==> config.mk <==
export PLATFORM = sky130hd
export DESIGN_NAME = ghacc_keyreg
export DESIGN_NICKNAME = d
export VERILOG_FILES = /design/src/rtl/ghacc_pkg.sv /design/src/rtl/ghacc_keyreg.sv
export SDC_FILE = /design/constraint.sdc
export NUM_CORES = 1
export LEC_CHECK = 0
export BUFFER_PORTS_ARGS = -buffer_cell sky130_fd_sc_hd__buf_2
export CORE_MARGIN = 2
export CORE_UTILIZATION = 43
export DETAILED_ROUTE_END_ITERATION = 12
export PLACE_DENSITY = 0.8
export SETUP_SLACK_MARGIN = 0.4
export SLEW_MARGIN = 10
export SYNTH_ARGS = -nofsm -noshare
export SYNTH_HDL_FRONTEND = slang
export SYNTH_SLANG_ARGS = --single-unit
==> constraint.sdc <==
create_clock -name clk -period 1 [get_ports clk]
set_clock_uncertainty 0.1 [all_clocks]
set_input_delay 0.2 -clock clk [delete_from_list [all_inputs] [get_ports clk]]
set_output_delay 0.2 -clock clk [all_outputs]
set_load 0.01 [all_outputs]
==> src/rtl/ghacc_pkg.sv <==
`timescale 1ns / 1ps
// ----------------------------------------------------------------------------
// GHASH accumulator package
// Shared widths, types and register indexes of the GHASH accumulator.
// ----------------------------------------------------------------------------
package ghacc_pkg;

  localparam int unsigned HalfW  = 64;
  localparam int unsigned GfBits = 2 * HalfW;
  localparam int unsigned CfgIdxW = 1;

  typedef logic [HalfW-1:0]  half_t;
  typedef logic [GfBits-1:0] gf_elem_t;

  // Configuration register indexes.
  typedef enum logic [CfgIdxW-1:0] {
    CFG_KEY_HIGH = 1'b0,
    CFG_KEY_LOW  = 1'b1
  } cfg_idx_t;

  // One configuration write, as seen by the key register bank.
  typedef struct packed {
    logic       we;
    cfg_idx_t   index;
    half_t      data;
  } cfg_wr_t;

endpackage

==> src/rtl/ghacc_keyreg.sv <==
`timescale 1ns / 1ps
// ----------------------------------------------------------------------------
// GHASH key register bank
// Holds the hash key H, written one 64-bit half at a time.
// ----------------------------------------------------------------------------
module ghacc_keyreg (
  input  logic                clk,
  input  logic                rst_n,
  input  ghacc_pkg::cfg_wr_t  cfg_wr,
  output ghacc_pkg::gf_elem_t key
);
  import ghacc_pkg::*;

  half_t key_high_r, key_high_nxt;
  half_t key_low_r,  key_low_nxt;

  always_comb begin
    key_high_nxt = key_high_r;
    key_low_nxt  = key_low_r;
    if (cfg_wr.we) begin
      case (cfg_wr.index)
        CFG_KEY_HIGH: key_high_nxt = cfg_wr.data;
        CFG_KEY_LOW:  key_low_nxt  = cfg_wr.data;
        default: ;
      endcase
    end
  end

  always_ff @(posedge clk) begin
    if (!rst_n) begin
      key_high_r <= '0;
      key_low_r  <= '0;
    end else begin
      key_high_r <= key_high_nxt;
      key_low_r  <= key_low_nxt;
    end
  end

  assign key = {key_high_r, key_low_r};

endmodule

# Word-level counts from Yosys, hierarchy flattened
# Cells that the tools add are included.
[word_totals]
inputBits = 68
register_bits = 128
output_inout_bits = 128
word_cells = 5
[classes]
n_reduce_logical = 2
n_bitwise = 1
[op_table]
columns = ["operator", "n"]
rows = [
  ["AND reduction 2 bit", 2],
  ["NOT 1 bit", 1],
]

# Longest topological paths before layout
# Gate-level depths: netlist of run 1.
[logic_depth]
depth_word = 2
ltp_mapped = 4

# Worst setup path before layout of run 1
# OpenSTA, ideal clock, no wires.
[synth_timing]
path_type = "input to register"
from = "in cfg_wr[65] (netlist bit)"
to = "reg key_high_r[0]"
path_stages = 4
setup_time_ns = 0.072
required_time_ns = 0.828
t_arrival_ns = 0.837
n_path_buf = 2
path_slack_ns = -0.009
path_cell_list = "nor2b_1 buf_4 buf_6 mux2i_1"
[synth_via]
elab_chain_cells = 1
[synth_rtl]
columns = ["item", "line", "source"]
rows = [
  ["start, declared", "ghacc_keyreg.sv:9", "input ghacc_pkg::cfg_wr_t cfg_wr,"],
  ["AND reduction 2 bit (no source line)", "--", ""],
  ["end signal, assigned", "ghacc_keyreg.sv:34", "key_high_r <= key_high_nxt;"],
  ["end, declared", "ghacc_keyreg.sv:14", "half_t key_high_r, key_high_nxt;"],
]
# Every way passes these cells.
# A chain may end at the register's enable or synchronous reset.

# Worst setup path in the final report of run 1
[layout_timing]
from = "reg key_low_r[58]"
to = "out key[58]"
[layout_rtl]
columns = ["item", "line", "source"]
rows = [
  ["start, declared", "ghacc_keyreg.sv:15", "half_t key_low_r, key_low_nxt;"],
  ["start signal, assigned", "ghacc_keyreg.sv:35", "key_low_r <= key_low_nxt;"],
  ["end, declared", "ghacc_keyreg.sv:10", "output ghacc_pkg::gf_elem_t key"],
]
# No word-level cell between the ends.

==> reports/qor.txt, run 1 <==
starting DRC count in detailed routing: 179
final hold vios: 128
CP arrival: 0.98 ns
final routed DRC violation total: 0
Nets: 779
DR vias/cell: 4.92
flops & latches, synth: 128
Ys Warns: 0
Initial DRT Pass Iterations: 4
Die Span Y: 110 um
PnR worst setup slack: -0.276 ns
NetSw: 3230 uW
Synth area leader: dfxtp_1
WS Path Type: register to output pin
I/O Buffers: 195
synth top area cells: dfxtp_1, mux2i_1, nand2_1, buf_6, buf_2
share of cells above drive strength 1: 62.3%
gr usage total: 22.0%
worst min path class: input pin to register
Setup violations, final: 128
DR vias: 4257
width of the die: 110 um
Synth top area share: 53.0%
synthesized net count: 553
r2r worst-path depth: 4
IR drop worst, VDD: 1010 uV
Layout area overhead: 66.3%
sequential share of the synthesized area: 53.0%
ys async rst share: 0%
max cap viols: 0
PD cells: 1710 mW/mm^2
H-tree depth: 4
clk slew on worst S/H paths: 0.06 ns
Synth Instances: 485
number of synthesized flops with an enable pin: 0
post-route design area: 0.00804 mm^2
Pint: 10500 uW
Register Area: 0.00272 mm^2
RSZ-0062 raised after global routing: true
Avg Synthesized Cell Area: 9.97 um^2
sw frac: 23.4%
Crit path buffers/inverters: 1
WP data required: 0.70 ns
Slew headroom: 80.8%
Least-Margin Pin Slew: 0.289 ns
final WL: 14.7 mm
Multi-input gate area: 0.00216 mm^2
Flop pwr share: 41.0%
fmax: 784 MHz
Primary FF master, synth: dfxtp_1
worst setup path startpoint: key_low_r[58]$_SDFFE_PN0P_
Setup crit start kind: register
Num CTS Buffers: 17
Placer Congestion: 0.806
via count of the first global-routing pass: 4283
first-pass GRT wire length: 20.4 mm
clock root buffer: clkbuf_8
Syn Std Cell Area: 0.00483 mm^2
slowest cell on the critical path: dfxtp_2
IO Count: 196
Core Box Area: 0.0109 mm^2
Crit path max-delay family: flip-flops
fin. max-slew vios: 0
CTS Buffer Depth: 2
clk_lat worst skew: 0.51 ns
Clk pwr share: 45.9%
nature of the critical path endpoint: output pin
reg2reg setup slack: 0.12 ns
status: complete, but fails checks
CTS tree: done
Critical Path End: key[58]
Worst path depth: 1
FF-to-FF End: key_high_r[55]$_SDFFE_PN0P_
most frequent cell after synthesis: nand2_1
Die Area: 0.0121 mm^2
crit-path cells: buf_6
period utilisation layout: 128%
Final min period: 1.28 ns
worst r2r src: key_high_r[55]$_SDFFE_PN0P_
global route overflow: 0
row cnt: 38
pin count of the biggest net entering global routing: 60
fill count: 664
Cell Area, Placed: 0.00598 mm^2
P_leak: 0.00359 uW
Clock Sink Count: 128
hold_ws: -0.152 ns
critical-path maximum fanout: 2
Initial Utilization: 44.4%
WL/cell: 16.9 um
Crit path largest cell delay: 0.35 ns
combinational fraction of design power: 13.1%
post-route ant nets: 0
initial antenna violation count: 1
Post-synth top cells: nand2_1, dfxtp_1, mux2i_1, buf_2, buf_6
Final HPWL DP: 8.14 mm
violated checks: negative hold slack, negative setup slack
post-synthesis cell type count: 9
==> through the flow <==
step                power [uW]  setup WS [ns]  cells  utilization [%]  setup TNS, ns
finish                   13800         -0.276    865             73.8         -32.41
global route             14300         -0.309    865             73.8         -37.26
CTS                      13600         -0.289    836             69.6         -35.46
detailed placement        6910         -0.222    796             55.0         -20.67
global placement          6860         -0.161    796             55.0         -16.32
floorplan                 6420         0.0323    485                -              0
==> cells in the final DEF (no fill, tap or decap) <==
cell type / n
buf_6: 160
nand2_1: 144
mux2i_1: 128
dfxtp_2: 128
buf_2: 66
nand2_2: 45
clkbuf_16: 18
buf_4: 8
clkbuf_8: 6
buf_12: 6
nand2_4: 3
clkinv_2: 3
bufinv_16: 3
clkinvlp_4: 2
diode_2: 1
nor2b_4: 1
and2_4: 1
clkbuf_1: 1
clkinv_4: 1
==> logic make-up (layout without fill, tap and decap cells) <==
| logic type | Yosys count | in the layout | share of synthesized area [%] |
|---|---|---|---|
| other | 0 | 1 | 0 |
| buffers and inverters | 35 | 274 | 5.33 |
| flip-flops | 128 | 128 | 53.0 |
| multiplexers | 128 | 128 | 26.5 |
| AND/OR/NAND/NOR | 194 | 194 | 15.2 |
==> metal layers <==
| metal | GRT usage, % | part of all wire, % | wire length, um |
|---|---|---|---|
| met5 | 0 | 0 | 0 |
| met4 | 12.4 | 3.5 | 512 |
| met3 | 5.35 | 4.8 | 701 |
| met2 | 41.4 | 55 | 8000 |
| met1 | 22.0 | 37 | 5440 |
==> repair_timing <==
action | in CTS | in global routing
endpoints found under the hold margin | 128 | 128
gates resized for setup | 202 | 70
setup endpoints to repair | 256 | 256
setup buffers | 8 | 26
gates cloned | 0 | 2
==> final cells by class <==
class,count,share of cell area (%)
well taps,140,2.18
multi-input cells,322,26.9
flip-flops and latches,128,33.9
repair buffers,242,29.4
diodes,1,0.0311
clock buffers,23,6.06
clock inverters,9,1.60
==> power groups by stage <==
stage               sequential (uW)  combinational [uW]  clock, uW
CTS                            5620                1600       6410
detailed placement             5640                1270          0
floorplan                      5760                 664          0
global route                   5670                1930       6660
finish                         5650                1810       6320
global placement               5620                1240          0
==> sequential cells by signal, summed over array words and instances, names as in the netlist <==
name and flops:
key_high_r 64, key_low_r 64
==> how the worst min path moves through the flow <==
stage	slack [ns]	end	startpoint	cells past startpoint
after floorplan	0.26	key_high_r[60]$_SDFFE_PN0P_	cfg_wr[60]	2
after global placement	0.34	key_low_r[37]$_SDFFE_PN0P_	key_low_r[37]$_SDFFE_PN0P_	2
after detailed placement	0.34	key_low_r[32]$_SDFFE_PN0P_	key_low_r[32]$_SDFFE_PN0P_	2
after CTS	-0.18	key_high_r[2]$_SDFFE_PN0P_	cfg_wr[2]	3
after global routing	-0.16	key_low_r[40]$_SDFFE_PN0P_	cfg_wr[40]	3
final	-0.15	key_high_r[57]$_SDFFE_PN0P_	cfg_wr[57]	3
Note: power is estimated with default switching activity, not from simulation.
==> run 2, diff against run 1 <==
--- a/config.mk
+++ b/config.mk
@@ -10,7 +10,8 @@
 export CORE_UTILIZATION = 43
 export DETAILED_ROUTE_END_ITERATION = 12
 export PLACE_DENSITY = 0.8
-export SETUP_SLACK_MARGIN = 0.4
+export SETUP_SLACK_MARGIN = 0.1
+export SKIP_LAST_GASP = 1
 export SLEW_MARGIN = 10
 export SYNTH_ARGS = -nofsm -noshare
 export SYNTH_HDL_FRONTEND = slang
==> run 2 against run 1 <==
Compared with the run above:
- the flow finishes with violations (negative setup slack)
- sequential power hardly changed
- combinational power is 7% higher
- worst hold slack better by 0.26 ns
- largest power group unchanged
==> reports/qor.txt, run 2 (synthesis gave the netlist of run 1 again) <==
Initial Utilization: 44.4%
final hold vios: 0
setup TNS: -32.42 ns
clk slew on worst S/H paths: 0.06 ns
slowest cell on the critical path: dfxtp_2
violated checks: negative setup slack
Slew headroom: 82.3%
via count of the first global-routing pass: 4815
top flop regs: key_high_r x64, key_low_r x64
clock root buffer: clkbuf_8
starting DRC count in detailed routing: 199
fmax: 787 MHz
pin count of the biggest net entering global routing: 69
Final min period: 1.27 ns
RSZ-0062 raised after global routing: true
WL/cell: 17.1 um
Setup violations, final: 128
Crit path buffers/inverters: 1
final WL: 15.9 mm
final antenna diode count: 0
period utilisation layout: 127%
DR vias: 4561
first-pass GRT wire length: 22.9 mm
CP arrival: 0.97 ns
commonest non-fill, non-tap cell in the layout: nand2_1
initial antenna violation count: 0
IO Count: 196
worst min path class: input pin to register
Nets: 841
P_leak: 0.00372 uW
Placer Congestion: 0.749
commonest cells after routing, fill and taps aside: nand2_1, buf_6, dfxtp_2
CTS Buffer Depth: 2
global route overflow: 0
clk_lat worst skew: 0.51 ns
critical-path maximum fanout: 2
Die Area: 0.0121 mm^2
post-route ant nets: 0
nature of the critical path endpoint: output pin
Layout area overhead: 72.3%
reg2reg setup slack: 0.07 ns
Crit path largest cell delay: 0.36 ns
Num CTS Buffers: 17
Final Non-Filler Cells: 926
Final HPWL DP: 8.16 mm
Initial DRT Pass Iterations: 5
Setup crit start kind: register
I/O Buffers: 195
DR vias/cell: 4.93
share of cells above drive strength 1: 51.3%
Least-Margin Pin Slew: 0.258 ns
WP data required: 0.70 ns
post-route design area: 0.00833 mm^2
final core occ: 76.5%
fin. max-slew vios: 0
placed insts: 792
dpl ws: -0.260 ns
Die Span Y: 110 um
PnR worst setup slack: -0.271 ns
width of the die: 110 um
row cnt: 38
max cap viols: 0
WS Path Type: register to output pin
H-tree depth: 4
IR drop worst, VDD: 1010 uV
Crit path max-delay family: flip-flops
final routed DRC violation total: 0
CTS tree: done
Cell Area, Placed: 0.00588 mm^2
Core Box Area: 0.0109 mm^2
gr usage total: 24.9%
PD cells: 1600 mW/mm^2
status: complete, but fails checks
crit-path cells: buf_6
Clock Sink Count: 128
-- run 2: changes by cell type in the layout (fill, tap and decap cells not counted), moves of 2 or more --
cell / before / now
buf_4: 8 / 37
nand2_1: 144 / 191
dlygate4sd3_1: 0 / 65
nand2_4: 3 / 0
bufinv_16: 3 / 1
inv_6: 0 / 3
buf_6: 160 / 129
clkinv_4: 1 / 5
clkbuf_16: 18 / 16
nand2_2: 45 / 1
clkbuf_8: 6 / 1
-- run 2: layout make-up --
type,instances,area (um^2)
flip-flops and latches,128,2720
repair buffers,304,2850
multi-input cells,322,2030
well taps,140,175
clock inverters,15,138
clock buffers,17,414
fillers,629,2560
-- run 2: worst paths after layout --
| path | cells past startpoint | from | endpoint |
|---|---|---|---|
| max | 1 | key_low_r[30]$_SDFFE_PN0P_ | key[30] |
| min | 4 | cfg_wr[64] | key_high_r[22]$_SDFFE_PN0P_ |
| max reg2reg | 4 | key_high_r[63]$_SDFFE_PN0P_ | key_high_r[63]$_SDFFE_PN0P_ |
| min reg2reg | 2 | key_high_r[13]$_SDFFE_PN0P_ | key_high_r[13]$_SDFFE_PN0P_ |
-- run 2: where the power goes --
part	switching [uW]	internal [uW]	total, uW	leakage [uW]
clock	2410	3320	5730	0.000265
combinational	826	1100	1930	0.00236
sequential	209	5420	5630	0.00110
total	3450	9840	13300	0.00372
-- run 2: layer usage --
layer | vias up | part of all wire, % | routed length (um) | global-route usage [%]
met5 | - | 0 | 0 | 0
met4 | 0 | 4.3 | 686 | 14.9
met3 | 52 | 5.2 | 830 | 6.00
met2 | 179 | 55 | 8690 | 47.6
met1 | 2166 | 36 | 5660 | 23.8
li1 | 2164 | - | - | -
-- run 2: through the flow --
step | total power (uW) | hold slack [ns]
after floorplan | 6390 | 0.265
after global placement | 6810 | 0.339
after detailed placement | 6870 | 0.345
after CTS | 13200 | 0.0766
after global routing | 13700 | 0.116
final | 13300 | 0.112
-- run 2: repair_timing --
action / 4_1_cts / 5_1_grt
hold endpoints to repair: 128 / 0
setup endpoints to repair: 128 / 129
hold buffers: 65 / 0
buffers inserted: 10 / 28
gates resized for setup: 257 / 3
